<file path="src/hw/rtl/assert_macros.svh">
// Assertion macros used by the transliterator RTL.
// Each check is clocked on the rising edge and is ignored while reset is asserted.
`ifndef ASSERT_MACROS_SVH
`define ASSERT_MACROS_SVH

// Check a property on every rising clock edge outside reset.
`define DNT_ASSERT(label, clk, rst_n, prop, msg) \
	label: assert property (@(posedge clk) disable iff (!rst_n) (prop)) else $error(msg);

// Check that a trigger in one cycle implies a consequence in the same cycle.
`define DNT_ASSERT_IMPL(label, clk, rst_n, trig, cons, msg) \
	`DNT_ASSERT(label, clk, rst_n, (trig) |-> (cons), msg)

// Check that a trigger in one cycle implies a consequence in the next cycle.
`define DNT_ASSERT_NEXT(label, clk, rst_n, trig, cons, msg) \
	`DNT_ASSERT(label, clk, rst_n, (trig) |=> (cons), msg)

`endif

</file>
<file path="src/hw/rtl/dnt_pkg.sv">
`timescale 1ns / 1ps
// ----------------------------------------------------------------------------
// dnt_pkg
// Types, character codes and the umlaut and sharp-s lookup for the name transliterator.
// ----------------------------------------------------------------------------
package dnt_pkg;

	localparam logic [7:0] LEAD_BYTE  = 8'hC3;
	localparam logic [7:0] UML_A_LO   = 8'hA4;
	localparam logic [7:0] UML_A_UP   = 8'h84;
	localparam logic [7:0] UML_O_LO   = 8'hB6;
	localparam logic [7:0] UML_O_UP   = 8'h96;
	localparam logic [7:0] UML_U_LO   = 8'hBC;
	localparam logic [7:0] UML_U_UP   = 8'h9C;
	localparam logic [7:0] SHARP_S    = 8'h9F;

	localparam logic [7:0] CH_SPACE   = 8'h20;
	localparam logic [7:0] CH_HYPHEN  = 8'h2D;
	localparam logic [7:0] CH_SLASH   = 8'h2F;
	localparam logic [7:0] CH_PAREN   = 8'h28;
	localparam logic [7:0] CH_ZERO    = 8'h30;
	localparam logic [7:0] CH_NINE    = 8'h39;
	localparam logic [7:0] CH_UP_A    = 8'h41;
	localparam logic [7:0] CH_UP_E    = 8'h45;
	localparam logic [7:0] CH_UP_O    = 8'h4F;
	localparam logic [7:0] CH_UP_S    = 8'h53;
	localparam logic [7:0] CH_UP_U    = 8'h55;
	localparam logic [7:0] CH_UP_Z    = 8'h5A;
	localparam logic [7:0] CH_LO_A    = 8'h61;
	localparam logic [7:0] CH_LO_Z    = 8'h7A;
	localparam logic [7:0] CASE_DELTA = 8'h20;

	localparam logic       REG_OUT_CAPACITY = 1'b0;
	localparam logic [8:0] CAP_RESET        = 9'd32;
	localparam logic [9:0] CAP_MAX          = 10'd256;

	localparam int unsigned OQ_DEPTH = 4;
	localparam int unsigned OQ_AW    = $clog2(OQ_DEPTH);

	typedef struct packed {
		logic [7:0] data;
		logic [7:0] idx;
		logic       is_len;
		logic       last;
	} out_word_t;

	typedef struct packed {
		logic       hit;
		logic [7:0] c1;
		logic [7:0] c2;
	} pair_t;

	// Second byte after the lead: map to a two-letter substitution.
	function automatic pair_t pair_lookup(input logic [7:0] b);
		pair_t p;
		p = '0;
		case (b)
			UML_A_LO, UML_A_UP: p = '{hit: 1'b1, c1: CH_UP_A, c2: CH_UP_E};
			UML_O_LO, UML_O_UP: p = '{hit: 1'b1, c1: CH_UP_O, c2: CH_UP_E};
			UML_U_LO, UML_U_UP: p = '{hit: 1'b1, c1: CH_UP_U, c2: CH_UP_E};
			SHARP_S:            p = '{hit: 1'b1, c1: CH_UP_S, c2: CH_UP_S};
			default:            p = '0;
		endcase
		return p;
	endfunction

endpackage

</file>
<file path="src/hw/rtl/display_name_transliterator.sv">
`timescale 1ns / 1ps
// ----------------------------------------------------------------------------
// display_name_transliterator
// Path: an accepted word is held in the input register, then written into the output queue.
// Throughput: one input word per cycle for single-byte results while the output accepts; a
//   two-letter substitution puts two words on the one output stream, and input stalls without room for two.
// The rate is set by the output queue, which takes up to two results per cycle, gives one.
// Reset (arst_n low, asynchronous): state cleared, capacity back to 32, queue empty.
// ----------------------------------------------------------------------------
`include "assert_macros.svh"

module display_name_transliterator import dnt_pkg::*; (
	input  logic        clk,
	input  logic        arst_n,
	// Input stream
	input  logic        s_tvalid,
	output logic        s_tready,
	input  logic [7:0]  s_tdata,   // [7:0] in_byte
	input  logic        s_tlast,   // end_of_string
	// Output stream
	output logic        m_tvalid,
	input  logic        m_tready,
	output logic [15:0] m_tdata,   // [7:0] out_byte, [15:8] index_or_length
	output logic        m_tuser,   // is_length
	output logic        m_tlast,   // last
	// Configuration
	input  logic        psel,
	input  logic        penable,
	input  logic        pwrite,
	input  logic [2:0]  paddr,
	input  logic [31:0] pwdata,
	output logic [31:0] prdata,
	output logic        pready
);

	// ------------------------------------------------------------------
	// Configuration register. Register index is the word address bit.
	// ------------------------------------------------------------------
	logic [8:0] cap_q;
	logic       cfg_wr;

	assign pready = 1'b1;
	assign cfg_wr = psel && penable && pwrite && pready && (paddr[2] == REG_OUT_CAPACITY);

	always_ff @(posedge clk or negedge arst_n) begin
		if (!arst_n) begin
			cap_q <= CAP_RESET;
		end else if (cfg_wr) begin
			cap_q <= pwdata[8:0];
		end
	end

	always_comb begin
		prdata = '0;
		if (paddr[2] == REG_OUT_CAPACITY) begin
			prdata = {23'd0, cap_q};
		end
	end

	// ------------------------------------------------------------------
	// Input register: one word, freed as soon as the queue has room for
	// the two results it may cause.
	// ------------------------------------------------------------------
	logic                s1_valid;
	logic [7:0]          byte_s1;
	logic                eos_s1;
	logic                s1_go;
	logic [OQ_AW:0]      oq_cnt_q;

	assign s1_go    = s1_valid && (oq_cnt_q <= (OQ_AW+1)'(OQ_DEPTH - 2));
	assign s_tready = !s1_valid || s1_go;

	always_ff @(posedge clk or negedge arst_n) begin
		if (!arst_n) begin
			s1_valid <= 1'b0;
		end else if (s_tready) begin
			s1_valid <= s_tvalid;
		end
	end

	always_ff @(posedge clk) begin
		if (s_tready && s_tvalid) begin
			byte_s1 <= s_tdata;
			eos_s1  <= s_tlast;
		end
	end

	// ------------------------------------------------------------------
	// Name state
	// ------------------------------------------------------------------
	logic       stop_q, lead_q;
	logic [7:0] wc_q, ns_q;
	logic       stop_d, lead_d;
	logic [7:0] wc_d, ns_d;
	logic [1:0] n_res;
	out_word_t  w0, w1;
	logic [9:0] cap_eff, wc_p1, wc_p2;
	pair_t      pr;

	// Capacity above 256 behaves as 256, so indices stay in 8 bits.
	assign cap_eff = ({1'b0, cap_q} > CAP_MAX) ? CAP_MAX : {1'b0, cap_q};
	assign wc_p1   = {2'b00, wc_q} + 10'd1;
	assign wc_p2   = {2'b00, wc_q} + 10'd2;
	assign pr      = pair_lookup(byte_s1);

	always_comb begin
		stop_d = stop_q;
		lead_d = lead_q;
		wc_d   = wc_q;
		ns_d   = ns_q;
		n_res  = 2'd0;
		w0     = '0;
		w1     = '0;
		if (eos_s1) begin
			// Terminator: report trimmed length, start a fresh name.
			w0     = '{data: 8'd0, idx: ns_q, is_len: 1'b1, last: 1'b0};
			n_res  = 2'd1;
			stop_d = 1'b0;
			lead_d = 1'b0;
			wc_d   = '0;
			ns_d   = '0;
		end else if (lead_q) begin
			// Second byte of a lead pair is always consumed here.
			lead_d = 1'b0;
			if (pr.hit && (wc_p1 < cap_eff)) begin
				w0    = '{data: pr.c1, idx: wc_q, is_len: 1'b0, last: 1'b0};
				n_res = 2'd1;
				wc_d  = wc_p1[7:0];
				ns_d  = wc_p1[7:0];
				// Pair may be cut to its first letter by the capacity.
				if (wc_p2 < cap_eff) begin
					w1    = '{data: pr.c2, idx: wc_p1[7:0], is_len: 1'b0, last: 1'b0};
					n_res = 2'd2;
					wc_d  = wc_p2[7:0];
					ns_d  = wc_p2[7:0];
				end
			end
		end else if (!stop_q) begin
			if ((wc_p2 >= cap_eff) || (byte_s1 == CH_PAREN)) begin
				stop_d = 1'b1;
			end else if (byte_s1 == LEAD_BYTE) begin
				lead_d = 1'b1;
			end else if (byte_s1 inside {[CH_LO_A:CH_LO_Z]}) begin
				w0    = '{data: byte_s1 - CASE_DELTA, idx: wc_q, is_len: 1'b0, last: 1'b0};
				n_res = 2'd1;
				wc_d  = wc_p1[7:0];
				ns_d  = wc_p1[7:0];
			end else if (byte_s1 inside {[CH_UP_A:CH_UP_Z], [CH_ZERO:CH_NINE],
					CH_SPACE, CH_HYPHEN, CH_SLASH}) begin
				w0    = '{data: byte_s1, idx: wc_q, is_len: 1'b0, last: 1'b0};
				n_res = 2'd1;
				wc_d  = wc_p1[7:0];
				// Spaces do not extend the trimmed length.
				if (byte_s1 != CH_SPACE) begin
					ns_d = wc_p1[7:0];
				end
			end
		end
		// Flag the final result of this word.
		if (n_res == 2'd1) begin
			w0.last = 1'b1;
		end
		if (n_res == 2'd2) begin
			w1.last = 1'b1;
		end
	end

	always_ff @(posedge clk or negedge arst_n) begin
		if (!arst_n) begin
			stop_q <= 1'b0;
			lead_q <= 1'b0;
			wc_q   <= '0;
			ns_q   <= '0;
		end else if (s1_go) begin
			stop_q <= stop_d;
			lead_q <= lead_d;
			wc_q   <= wc_d;
			ns_q   <= ns_d;
		end
	end

	// ------------------------------------------------------------------
	// Output queue: push up to two words, pop one.
	// ------------------------------------------------------------------
	out_word_t         oq_mem [OQ_DEPTH];
	logic [OQ_AW-1:0]  oq_head_q, oq_tail_q, oq_tail_p1;
	logic              oq_pop;
	logic [1:0]        n_push;
	out_word_t         head_w;

	assign n_push     = s1_go ? n_res : 2'd0;
	assign oq_pop     = m_tvalid && m_tready;
	assign oq_tail_p1 = oq_tail_q + OQ_AW'(1);

	always_ff @(posedge clk) begin
		if (n_push != 2'd0) begin
			oq_mem[oq_tail_q] <= w0;
		end
		if (n_push == 2'd2) begin
			oq_mem[oq_tail_p1] <= w1;
		end
	end

	always_ff @(posedge clk or negedge arst_n) begin
		if (!arst_n) begin
			oq_head_q <= '0;
			oq_tail_q <= '0;
			oq_cnt_q  <= '0;
		end else begin
			oq_tail_q <= oq_tail_q + OQ_AW'(n_push);
			if (oq_pop) begin
				oq_head_q <= oq_head_q + OQ_AW'(1);
			end
			oq_cnt_q <= oq_cnt_q + (OQ_AW+1)'(n_push) - (OQ_AW+1)'(oq_pop);
		end
	end

	assign head_w   = oq_mem[oq_head_q];
	assign m_tvalid = (oq_cnt_q != '0);
	assign m_tdata  = {head_w.idx, head_w.data};
	assign m_tuser  = head_w.is_len;
	assign m_tlast  = head_w.last;

	// ------------------------------------------------------------------
	// Checks
	// ------------------------------------------------------------------
	`DNT_ASSERT(a_oq_bound, clk, arst_n, oq_cnt_q <= (OQ_AW+1)'(OQ_DEPTH), "output queue overflow")
	`DNT_ASSERT_IMPL(a_len_last, clk, arst_n, m_tvalid && m_tuser, m_tlast && (m_tdata[7:0] == 8'd0), "length word not last or nonzero byte")
	`DNT_ASSERT(a_ns_le_wc, clk, arst_n, ns_q <= wc_q, "trimmed length beyond write count")
	`DNT_ASSERT_NEXT(a_eos_clear, clk, arst_n, s1_go && eos_s1, (wc_q == 8'd0) && !lead_q && !stop_q, "terminator did not clear state")

endmodule
</file>
<file path="config.mk">
export PLATFORM = sky130hd
export DESIGN_NAME = display_name_transliterator
export DESIGN_NICKNAME = d
export VERILOG_FILES = /design/src/hw/rtl/dnt_pkg.sv /design/src/hw/rtl/display_name_transliterator.sv
export VERILOG_INCLUDE_DIRS = /design/src /design/src/hw/rtl
export SDC_FILE = /design/constraint.sdc
export NUM_CORES = 1
export LEC_CHECK = 0
export BUFFER_PORTS_ARGS = -buffer_cell sky130_fd_sc_hd__buf_2
export CAP_MARGIN = 10
export CORE_ASPECT_RATIO = 2
export CORE_MARGIN = 10
export CORE_UTILIZATION = 55
export DETAILED_ROUTE_END_ITERATION = 6
export PLACE_DENSITY = 0.9
export SYNTH_ARGS = -nofsm -noshare
export SYNTH_HDL_FRONTEND = slang
export SYNTH_SLANG_ARGS = --single-unit
</file>
<file path="constraint.sdc">
create_clock -name clk -period 6.2 [get_ports clk]
set_input_delay 1.24 -clock clk [delete_from_list [all_inputs] [get_ports clk]]
set_output_delay 1.24 -clock clk [all_outputs]
set_load 0.1 [all_outputs]
</file>
[Word-level counts from Yosys, hierarchy flattened]
Memories as Yosys holds them, arrays and structs flattened.
Cells that the tools add are included.
Word-level totals
  input port bits: 51
  register bits: 44
  memory bits (writable): 72
  memories: 1
  word-level logic and storage cells: 134
Memories
  oq_mem: depth 4, width 18, read ports 1, clocked after Yosys merged registers in 0, wr ports 2, line display_name_transliterator.sv:185  | out_word_t oq_mem [OQ_DEPTH];
Cells by class
  equality and inequality tests: 21
  order comparisons: 11
  muxes and demuxes: 57
  bitwise logic cells: 1
  reductions and logical operators: 24
  $add $sub $neg: 8
Operator list (count)
  18-bit two-way mux: 12
  8-bit two-way mux: 17
  17-bit case mux with 4 select lines: 1
  8-bit equality test (second input constant): 8
  8-bit by 6-bit equality test with 1-bit output (second input constant): 4
  1-bit two-way mux: 20
  9-bit less-than comparator: 2
  9-bit two-way mux: 2
  8-bit by 7-bit >= comparator with 1-bit output (second input constant): 2
  8-bit by 7-bit <= comparator with 1-bit output (second input constant): 2
  1-bit logical AND: 10
  2-bit two-way mux: 5
  8-bit by 1-bit adder with 9-bit output (second input constant): 1
  8-bit by 2-bit adder with 9-bit output (second input constant): 1
  9-bit >= comparator: 1
  9-bit greater-than comparator (second input constant): 1
  8-bit by 6-bit >= comparator with 1-bit output (second input constant): 1
  8-bit by 6-bit <= comparator with 1-bit output (second input constant): 1
  8-bit by 6-bit inequality test with 1-bit output (second input constant): 1
  4-bit nonzero test: 2
  8-bit by 6-bit subtractor with 8-bit output (second input constant): 1
  7-bit AND reduction: 1
  3-bit by 2-bit inequality test with 1-bit output (second input constant): 2
  3-bit inequality test (second input constant): 2
  17 further kinds: 22

[Longest topological paths before layout]
Gate-level depths: netlist (run 1).
  depth after elaboration: 14
  gate-level depth with buffers: 19
  depth with buffers taken out: 19

[Worst setup path after synthesis (run 1)]
No wires, ideal clock.
  path kind: register to register
  start: register wc_q[1]
  end: register oq_cnt_q[2]
  arrival time: 4175 ps
  cell stages (with the launch flop): 19
  clock period less this slack: 4298 ps
  path slack: 1902 ps
  cell sequence: dfrtp_1 -> ha_1 -> and3_1 -> and3_1 -> xor2_1 -> ha_1 -> nand4_1 -> nor3_1 -> a2111oi_2 -> nand2_1 -> a311oi_1 -> nand2b_1 -> ha_1 -> inv_1 -> ha_1 -> inv_1 -> fa_1 -> xor2_1 -> xnor2_1
Between the ends
  longest elaborated chain between the ends: 10
  elaborated cells on any way between the ends: 16
Ends and longest elaborated chain
  from (decl): line display_name_transliterator.sv:92  | logic [7:0] wc_q, ns_q;
  from (signal assigned): line display_name_transliterator.sv:177  | wc_q <= wc_d;
  8-bit by 2-bit adder with 9-bit output: line display_name_transliterator.sv:103  | assign wc_p2 = {2'b00, wc_q} + 10'd2;
  9-bit >= comparator: line display_name_transliterator.sv:139  | if ((wc_p2 >= cap_eff) || (byte_s1 == CH_PAREN)) begin
  1-bit logical OR: line display_name_transliterator.sv:139
  1-bit two-way mux: line display_name_transliterator.sv:139
  1-bit two-way mux: line display_name_transliterator.sv:138  | end else if (!stop_q) begin
  2-bit two-way mux (*): line display_name_transliterator.sv:122  | end else if (lead_q) begin
  2-bit two-way mux (*): line display_name_transliterator.sv:114  | if (eos_s1) begin
  2-bit two-way mux (*): line display_name_transliterator.sv:191  | assign n_push = s1_go ? n_res : 2'd0;
  3-bit by 2-bit adder with 3-bit output (*): line display_name_transliterator.sv:214  | oq_cnt_q <= oq_cnt_q + (OQ_AW+1)'(n_push) - (OQ_AW+1)'(oq_pop);
  3-bit by 1-bit subtractor with 3-bit output (*): line display_name_transliterator.sv:214
  to (signal assigned): line display_name_transliterator.sv:214
  to (decl): line display_name_transliterator.sv:68  | logic [OQ_AW:0] oq_cnt_q;
Mark *: on every way between the ends. The rest lies on a longest branch, timed or not.
A chain may end at the register's enable or synchronous reset.

==> results.sh, run 1 <==
export IMPL_max_clock_freq_ghz=0.199
export IMPL_finalHoldViolCount=0
export IMPL_diodes=0
export IMPL_place_hpwl_mm=12.2
export IMPL_worstPathRequired_ns=6.25
export IMPL_grt_antenna_before_repair=0
export IMPL_timing_final_setup_violations=0
export IMPL_synth_enable_flop_cells=65
export IMPL_synth_ff_type="sky130_fd_sc_hd__edfxtp_1"
export IMPL_globalRouteOverflowTotal=0
export IMPL_timing_final_max_slew_violations=0
export IMPL_cts_hold_repair_buffers=0
export IMPL_failed_checks="DRC"
export IMPL_p_leak_nw=3.07
export IMPL_clkSinkCount=116
export IMPL_post_route_ant_nets=0
export IMPL_avgViaCountPerCell=6.40
export IMPL_grt_pass1_vias=5509
export IMPL_synth_ff_latch_count=116
export IMPL_drive_above_1_share=0.213
export IMPL_final_min_period_over_clock_period=0.812
export IMPL_cell_types_occupying_the_most_area_after_synthesis="sky130_fd_sc_hd__edfxtp_1 (29%), sky130_fd_sc_hd__dfrtp_1 (13%), sky130_fd_sc_hd__mux4_2 (6.1%)"
export IMPL_top_layer_used="met4"
export IMPL_sw_frac_of_total=0.453
export IMPL_synthesis_yosys_warnings=0
export IMPL_power_per_cell_area_nw_per_um2=528
export IMPL_clock_insertion_delay_worst_skew_ns=0.42
export IMPL_synthArstFlopShare=0.302
export IMPL_detail_route_wl_per_cell_um=20.3
export IMPL_routability_congestion=0.923
export IMPL_cp_common_cell="sky130_fd_sc_hd__and3_1"
export IMPL_met2_wire_len_mm=9.07
export IMPL_vdd_drop_max_v=0.000622
export IMPL_final_nets=733
export IMPL_portBuffers=54
export IMPL_outcome="finished, violations left"
export IMPL_worstSetupStartpoint="wc_q[1]"
export IMPL_power_mw=4.02
export IMPL_start_kind="flop"
export IMPL_finalWirelength_mm=16.5
export IMPL_drt_first_pass_iters=7
export IMPL_post_cts_setup_buffers=0
export IMPL_power_share_sequential=0.289
export IMPL_routed_wl_met3_mm=1.10
export IMPL_fin_worst_skew_ns=0.0123
export IMPL_p_switching_mw=1.82
export IMPL_cts_buffers_inserted=17
export IMPL_synthCells=605
export IMPL_synthDominantCellAreaShare=0.294
export IMPL_layout_area_overhead_vs_synth_pct=14.5
export IMPL_cpMaxStageDelayCell="sky130_fd_sc_hd__nand2_1"
export IMPL_wirelength_met1_mm=5.61
export IMPL_synth_cell_types=64
export IMPL_min_delay_path_class="flop to flop"
export IMPL_clock_tree_htree_level_count=4
export IMPL_criticalPathCategory="flop to flop"
export IMPL_core_region_area_um2=11800
export IMPL_seq_area_frac_synth=0.474
export IMPL_dr_first_iter_drc_count=469
export IMPL_post_synth_top_area_cell="sky130_fd_sc_hd__edfxtp_1"
export IMPL_power_frac_clock=0.276
export IMPL_top_level_ports=104
export IMPL_worst_path_max_fanout=18
export IMPL_dieHeight_um=175
export IMPL_grt_setup_unrepaired="no"
export IMPL_clk_transition_reported_paths_ns=0.06
export IMPL_post_synth_cell_area_avg_um2=11.0
export IMPL_source_of_the_worst_register_to_register_timing_path="wc_q[1]"
export IMPL_cp_end_kind="flop"
export IMPL_max_slew_worst_pin_slew_ns=0.914
export IMPL_slowest_delay_ns=0.71
export IMPL_multi_input_comb_area_um2=3180
export IMPL_floorplan_rows=56
export IMPL_post_cts_repair_resize_count=0
export IMPL_grt_use_total=0.193
export IMPL_layout_area_seq_um2=3150
export IMPL_route_vias_total=5188
export IMPL_cap_viol_max_count=0
export IMPL_tritoncts_clock_tree="yes"
export IMPL_final_core_utilization=0.646
export IMPL_synth_area_um2=6640
export IMPL_p_comb_frac=0.435
export IMPL_global_route_wire_length_before_repair_mm=27.0
export IMPL_p_int_mw=2.20
export IMPL_drc_errors=3
export IMPL_sum_of_negative_setup_slack_ns=0
export IMPL_ctsRootBufferMaster="sky130_fd_sc_hd__clkbuf_16"
export IMPL_pin_count_of_the_biggest_net_entering_global_routing=36
export IMPL_timing_critical_path_arrival_ns=5.08
export IMPL_n_fill_cell=888
export IMPL_slew_limit_headroom=0.391
export IMPL_area_enclosed_by_the_die_boundary_um2=17100
export IMPL_fp_dieW_um=97.7
export IMPL_timing_critical_path_cells="ha_1 > and3_1 > and3_1 > xor2_1 > ha_1 > nand4_1 > nor3_1 > a2111oi_2 > a311o_1 > and3_1 > nand3_2 > nand2_1"
export IMPL_effective_utilization_at_floorplan=0.564
export IMPL_min_from="oq_mem[3][15]"
export IMPL_minimum_clock_period_ns=5.04
export IMPL_cts_root_to_sink_buffers=2
[Yosys cell counts, types with 3 or more instances]
cell and n:
sky130_fd_sc_hd__edfxtp_1 65, sky130_fd_sc_hd__nand2_1 55, sky130_fd_sc_hd__o22ai_1 38, sky130_fd_sc_hd__dfrtp_1 34, sky130_fd_sc_hd__nor2_1 32, sky130_fd_sc_hd__ha_1 28
sky130_fd_sc_hd__o21ai_0 27, sky130_fd_sc_hd__buf_4 26, sky130_fd_sc_hd__a21oi_1 24, sky130_fd_sc_hd__clkbuf_1 22, sky130_fd_sc_hd__mux2_2 20, sky130_fd_sc_hd__mux4_2 18
sky130_fd_sc_hd__dfxtp_1 16, sky130_fd_sc_hd__inv_1 16, sky130_fd_sc_hd__mux2i_1 16, sky130_fd_sc_hd__nor2b_1 16, sky130_fd_sc_hd__nand3_1 13, sky130_fd_sc_hd__xnor2_1 10
sky130_fd_sc_hd__a22oi_1 9, sky130_fd_sc_hd__nand4_1 9, sky130_fd_sc_hd__nor3_1 9, sky130_fd_sc_hd__xor2_1 8, sky130_fd_sc_hd__nand2b_1 7, sky130_fd_sc_hd__or3_1 6
sky130_fd_sc_hd__and2_1 5, sky130_fd_sc_hd__buf_2 5, sky130_fd_sc_hd__o31ai_1 5, sky130_fd_sc_hd__and3_1 4, sky130_fd_sc_hd__nor4_1 4, sky130_fd_sc_hd__a211oi_1 3
sky130_fd_sc_hd__nand3_2 3, sky130_fd_sc_hd__nor3b_1 3, sky130_fd_sc_hd__o211ai_1 3, sky130_fd_sc_hd__o2bb2ai_1 3, sky130_fd_sc_hd__o41ai_1 3, sky130_fd_sc_hd__or4_1 3
[through the flow]
step	hold WS, ns	area (µm²)	std cells	setup WS [ns]
2_1_floorplan	0.435	6730	627	1.90
3_3_place_gp	0.442	6910	778	1.40
3_5_place_dp	0.466	6910	778	1.25
4_1_cts	0.474	7580	810	1.22
5_1_grt	0.493	7610	811	0.860
6_report	0.480	7610	811	1.16
[power by group through the flow]
stage	combinational, mW	clock (mW)	sequential (mW)
2_1_floorplan	1.52	0	1.07
3_3_place_gp	1.65	0	1.18
3_5_place_dp	1.69	0	1.20
4_1_cts	1.70	1.11	1.18
5_1_grt	1.86	1.15	1.18
6_report	1.75	1.11	1.16
[registers in the layout, summed over array words and instances (netlist names)]
register	count
byte_s1	8
lead_q	1
wc_q	8
eos_s1	1
oq_head_q	2
oq_cnt_q	3
ns_q	8
oq_tail_q	2
cap_q	9
stop_q	1
s1_valid	1
oq_mem	72
[worst paths after layout]
| check | end | slack, ns | cells after the start |
|---|---|---|---|
| setup / recovery | oq_mem[1][3] | 1.16 | 12 |
| hold / removal | oq_mem[3][15] | 0.48 | 2 |
| setup reg to reg | oq_mem[1][3] | 1.16 | 12 |
| hold reg to reg | oq_mem[3][15] | 0.48 | 2 |
| max in group asynchronous | ns_q[1] | 4.72 | 1 |
| min in group asynchronous | wc_q[6] | 0.94 | 1 |
[per-layer routing]
metal  up-vias  global-route usage
met5         -                   0
met4         0               0.124
met3        65              0.0523
met2       292               0.354
met1      2488               0.182
li1       2343                   -
[logic make-up after synthesis]
group | Yosys count | synth area share
DFF | 116 | 0.474
adders and majority gates | 29 | 0.0557
other | 2 | 0.00113
and+or+nand+nor | 179 | 0.137
xor gates and xnor gates | 18 | 0.0237
muxes | 54 | 0.119
buffers and inverters | 73 | 0.0591
AOI/OAI and AO/OA | 134 | 0.130
[critical path, delay by kind of cell (launching register included)]
family	cells	cell delay, ns
xor+xnor	1	0.21
fa+ha+maj	2	0.56
simple gates	7	2.41
flops	1	0.49
compound gates	2	0.98
[cell usage in the layout (no fill, tap or decap), types with 5 or more instances in the layout]
cell type                   netlist  routed
sky130_fd_sc_hd__edfxtp_1        65      65
sky130_fd_sc_hd__nand2_1         55      55
sky130_fd_sc_hd__buf_2            5      54
sky130_fd_sc_hd__o22ai_1         38      38
sky130_fd_sc_hd__dfrtp_1         34      34
sky130_fd_sc_hd__nor2_1          32      32
sky130_fd_sc_hd__ha_1            28      28
sky130_fd_sc_hd__o21ai_0         27      27
sky130_fd_sc_hd__a21oi_1         24      24
sky130_fd_sc_hd__conb_1           2      24
sky130_fd_sc_hd__mux2_2          20      20
sky130_fd_sc_hd__mux4_2          18      18
sky130_fd_sc_hd__clkbuf_16        0      17
sky130_fd_sc_hd__nor2b_1         16      16
sky130_fd_sc_hd__inv_1           16      16
sky130_fd_sc_hd__mux2i_1         16      16
sky130_fd_sc_hd__dfxtp_1         16      16
sky130_fd_sc_hd__nand3_1         13      13
sky130_fd_sc_hd__xnor2_1         10      10
sky130_fd_sc_hd__nand4_1          9       9
sky130_fd_sc_hd__nor3_1           9       9
sky130_fd_sc_hd__a22oi_1          9       9
sky130_fd_sc_hd__xor2_1           8       8
sky130_fd_sc_hd__buf_4           26       8
sky130_fd_sc_hd__nand2b_1         7       7
sky130_fd_sc_hd__or3_1            6       6
sky130_fd_sc_hd__clkinv_4         0       6
sky130_fd_sc_hd__and2_1           5       5
sky130_fd_sc_hd__o31ai_1          5       5
sky130_fd_sc_hd__bufinv_16        0       5
[final cells by class]
class | instances | area share
Multi-Input combinational cell | 438 | 0.418
Sequential cell | 116 | 0.414
Clock buffer | 19 | 0.0595
Timing Repair Buffer | 63 | 0.0470
Clock inverter | 13 | 0.0289
Tap cell | 145 | 0.0238
Inverter | 17 | 0.00839
(Power assumes the default switching activity.)
==> inputs of run 2 (changes only) <==
--- a/config.mk
+++ b/config.mk
@@ -6,13 +6,14 @@
 export SDC_FILE = /design/constraint.sdc
 export NUM_CORES = 1
 export LEC_CHECK = 0
+export ABC_AREA = 1
 export BUFFER_PORTS_ARGS = -buffer_cell sky130_fd_sc_hd__buf_2
 export CAP_MARGIN = 10
 export CORE_ASPECT_RATIO = 2
 export CORE_MARGIN = 10
 export CORE_UTILIZATION = 55
 export DETAILED_ROUTE_END_ITERATION = 6
-export PLACE_DENSITY = 0.9
+export PLACE_DENSITY = 0.89
 export SYNTH_ARGS = -nofsm -noshare
 export SYNTH_HDL_FRONTEND = slang
 export SYNTH_SLANG_ARGS = --single-unit
==> constraint.sdc (replaced) <==
create_clock -name clk -period 4.7 [get_ports clk]
set_input_delay 0.94 -clock clk [delete_from_list [all_inputs] [get_ports clk]]
set_output_delay 0.94 -clock clk [all_outputs]
set_load 0.1 [all_outputs]
==> run 2 against run 1 <==
Compared with the run above:
- clock skew decreased by 0.0044 ns
- setup slack worse by 0.84 ns
- the run now ends clean
- clock power is 13% higher
- final cell count rose by 35%
- global-route usage rose by 0.40 points
- largest cell class unchanged
- total power rose by 38%
- via count grew 19%
- utilization decreased by 2.0 points
- combinational power is 57% higher
==> results.sh, run 2 <==
export IMPL_grt_setup_unrepaired="no"
export IMPL_synth_top_cells_by_count="sky130_fd_sc_hd__nand2_1 (234), sky130_fd_sc_hd__nor2_1 (110), sky130_fd_sc_hd__o21ai_0 (76)"
export IMPL_drt_first_pass_iters=5
export IMPL_post_cts_setup_buffers=0
export IMPL_largest_registers="oq_mem (72), cap_q (9)"
export IMPL_worstPathRequired_ns=5.04
export IMPL_post_synth_top_area_cell="sky130_fd_sc_hd__edfxtp_1"
export IMPL_layout_area_overhead_vs_synth_pct=11.9
export IMPL_avgViaCountPerCell=5.65
export IMPL_finalWirelength_mm=17.9
export IMPL_drc_errors=0
export IMPL_max_clock_freq_ghz=0.228
export IMPL_highest_count_cells_in_the_layout_ignoring_fill_and_taps="sky130_fd_sc_hd__nand2_1 (234), sky130_fd_sc_hd__nor2_1 (110), sky130_fd_sc_hd__o21ai_0 (76)"
export IMPL_power_mw=5.52
export IMPL_worstSetupStartpoint="wc_q[0]"
export IMPL_clock_insertion_delay_worst_skew_ns=0.42
export IMPL_post_layout_nonfiller_instances=1097
export IMPL_synth_enable_flop_cells=65
export IMPL_grt_antenna_before_repair=0
export IMPL_drive_above_1_share=0.149
export IMPL_effective_utilization_at_floorplan=0.560
export IMPL_fp_dieW_um=100
export IMPL_final_nets=1014
export IMPL_criticalPathCategory="flop to flop"
export IMPL_power_per_cell_area_nw_per_um2=702
export IMPL_synth_ff_type="sky130_fd_sc_hd__edfxtp_1"
export IMPL_synth_cell_types=44
export IMPL_p_leak_nw=3.76
export IMPL_post_cts_repair_resize_count=0
export IMPL_finish_instance_area_um2=7870
export IMPL_p_comb_frac=0.498
export IMPL_p_switching_mw=2.88
export IMPL_grt_use_total=0.197
export IMPL_minimum_clock_period_ns=4.38
export IMPL_outcome="completed"
export IMPL_route_vias_total=6198
export IMPL_crit_end="oq_cnt_q[2]"
export IMPL_sw_frac_of_total=0.521
export IMPL_post_route_ant_nets=0
export IMPL_registers_top_by_ff_count="oq_mem"
export IMPL_start_kind="flop"
export IMPL_final_min_period_over_clock_period=0.932
export IMPL_diodes=0
export IMPL_timing_critical_path_arrival_ns=4.72
export IMPL_crit_reg2reg_capture="oq_cnt_q[2]"
export IMPL_synth_area_um2=7040
export IMPL_reg2reg_slack_ns=0.32
export IMPL_source_of_the_worst_register_to_register_timing_path="wc_q[0]"
export IMPL_sum_of_negative_setup_slack_ns=0
export IMPL_grt_pass1_vias=6280
export IMPL_globalRouteOverflowTotal=0
export IMPL_portBuffers=54
export IMPL_p_int_mw=2.65
export IMPL_dieHeight_um=180
export IMPL_min_delay_path_class="flop to flop"
export IMPL_hold_worst_slack_ns=0.462
export IMPL_seq_area_frac_synth=0.448
export IMPL_fin_worst_skew_ns=0.00791
export IMPL_synthMostInstantiatedCell="sky130_fd_sc_hd__nand2_1"
export IMPL_top_level_ports=104
export IMPL_cp_end_kind="flop"
export IMPL_cts_root_to_sink_buffers=2
export IMPL_tritoncts_clock_tree="yes"
export IMPL_timing_reg2reg_worst_path_depth=21
export IMPL_cts_hold_repair_buffers=0
export IMPL_global_route_wire_length_before_repair_mm=29.1
export IMPL_placed_cells=1065
export IMPL_cell_types_occupying_the_most_area_after_synthesis="sky130_fd_sc_hd__edfxtp_1 (28%), sky130_fd_sc_hd__nand2_1 (12%), sky130_fd_sc_hd__dfrtp_1 (12%)"
export IMPL_clock_tree_htree_level_count=4
export IMPL_synth_ff_latch_count=116
export IMPL_largest_register_ffs=72
export IMPL_cap_viol_max_count=0
export IMPL_finalHoldViolCount=0
export IMPL_detail_route_wl_per_cell_um=16.4
export IMPL_clk_transition_reported_paths_ns=0.06
export IMPL_cts_buffers_inserted=17
export IMPL_min_from="oq_mem[1][15]"
export IMPL_synthesis_yosys_warnings=0
export IMPL_vdd_drop_max_v=0.000563
export IMPL_dr_first_iter_drc_count=490
export IMPL_floorplan_rows=58
export IMPL_worst_path_max_fanout=7
export IMPL_slew_limit_headroom=0.438
export IMPL_clkSinkCount=116
export IMPL_mostFrequentLayoutCell="sky130_fd_sc_hd__nand2_1"
export IMPL_post_synth_cell_area_avg_um2=7.96
export IMPL_place_hpwl_mm=13.1
export IMPL_timing_final_max_slew_violations=0
export IMPL_area_enclosed_by_the_die_boundary_um2=18000
export IMPL_synthArstFlopShare=0.302
export IMPL_core_region_area_um2=12600
export IMPL_power_share_sequential=0.276
export IMPL_ctsRootBufferMaster="sky130_fd_sc_hd__clkbuf_16"
export IMPL_dpl_instance_area_um2=7300
export IMPL_synthCells=884
export IMPL_power_frac_clock=0.225
export IMPL_timing_final_setup_violations=0
export IMPL_synthDominantCellAreaShare=0.277
export IMPL_pin_count_of_the_biggest_net_entering_global_routing=38
export IMPL_n_fill_cell=1040
export IMPL_max_slew_worst_pin_slew_ns=0.843
export IMPL_routability_congestion=0.922
[run 2: kinds of logic (layout without fill, tap and decap cells)]
group,after synthesis,after routing,share of synthesized area
buf+inv,142,183,0.0955
flops,116,116,0.448
xor+xnor,14,14,0.0174
compound gates,147,147,0.111
fa+ha+maj,29,29,0.0526
other cells,2,24,0.00107
simple gates,434,434,0.274
[run 2: power groups by stage]
stage               combinational [mW]  clock [mW]  sequential [mW]
floorplan                         2.30           0             1.47
finish                            2.75        1.25             1.53
CTS                               2.76        1.24             1.52
global route                      2.96        1.28             1.55
global placement                  2.70           0             1.53
detailed placement                2.74           0             1.54
[run 2: cell type report]
| type | instances | area [µm²] | area share |
|---|---|---|---|
| tap | 150 | 188 | 0.0238 |
| clock buffer | 21 | 470 | 0.0598 |
| timing repair buffer | 59 | 308 | 0.0391 |
| clock inverter | 11 | 100 | 0.0127 |
| inverter | 92 | 358 | 0.0455 |
| multi-input combinational | 648 | 3300 | 0.419 |
| sequential | 116 | 3150 | 0.400 |
[run 2: worst min-delay path by stage]
stage                               end  cells past startpoint  slack [ns]
after floorplan           oq_mem[1][13]                      2        0.44
after global placement    oq_mem[2][15]                      2        0.45
after detailed placement  oq_mem[2][15]                      2        0.45
after CTS                 oq_mem[1][15]                      2        0.46
final                     oq_mem[1][15]                      2        0.46
after global routing      oq_mem[1][13]                      2        0.49
[run 2: routing by layer]
metal,GRT usage,wire length (µm),vias up
met5,0,0,-
met3,0.0469,1160,70
met4,0.116,831,0
met2,0.363,9700,301
li1,-,-,2951
met1,0.188,6250,2876
[run 2: critical path, cell delays in order (launching register included)]
cell                      delay [ns]
sky130_fd_sc_hd__dfrtp_1        0.53
sky130_fd_sc_hd__ha_1           0.26
sky130_fd_sc_hd__nand3_1        0.17
sky130_fd_sc_hd__nor2_1         0.17
sky130_fd_sc_hd__xor2_1         0.34
sky130_fd_sc_hd__inv_1          0.12
sky130_fd_sc_hd__ha_1           0.31
sky130_fd_sc_hd__nand2_1        0.08
sky130_fd_sc_hd__a21oi_1        0.06
sky130_fd_sc_hd__nor2_1         0.08
sky130_fd_sc_hd__nand2_1        0.05
sky130_fd_sc_hd__nor2_1         0.24
sky130_fd_sc_hd__nand2_2        0.10
sky130_fd_sc_hd__a21oi_2        0.26
sky130_fd_sc_hd__nand3_1        0.26
sky130_fd_sc_hd__ha_1           0.34
sky130_fd_sc_hd__inv_1          0.06
sky130_fd_sc_hd__ha_1           0.13
sky130_fd_sc_hd__inv_1          0.05
sky130_fd_sc_hd__fa_1           0.37
sky130_fd_sc_hd__xnor2_1        0.18
sky130_fd_sc_hd__xor2_1         0.15
[run 2: through the flow]
step           utilization  setup WS, ns
6_report             0.627         0.322
5_1_grt              0.627        0.0282
4_1_cts              0.627         0.374
3_5_place_dp         0.581         0.426
3_3_place_gp         0.581         0.539
2_1_floorplan            -         0.737
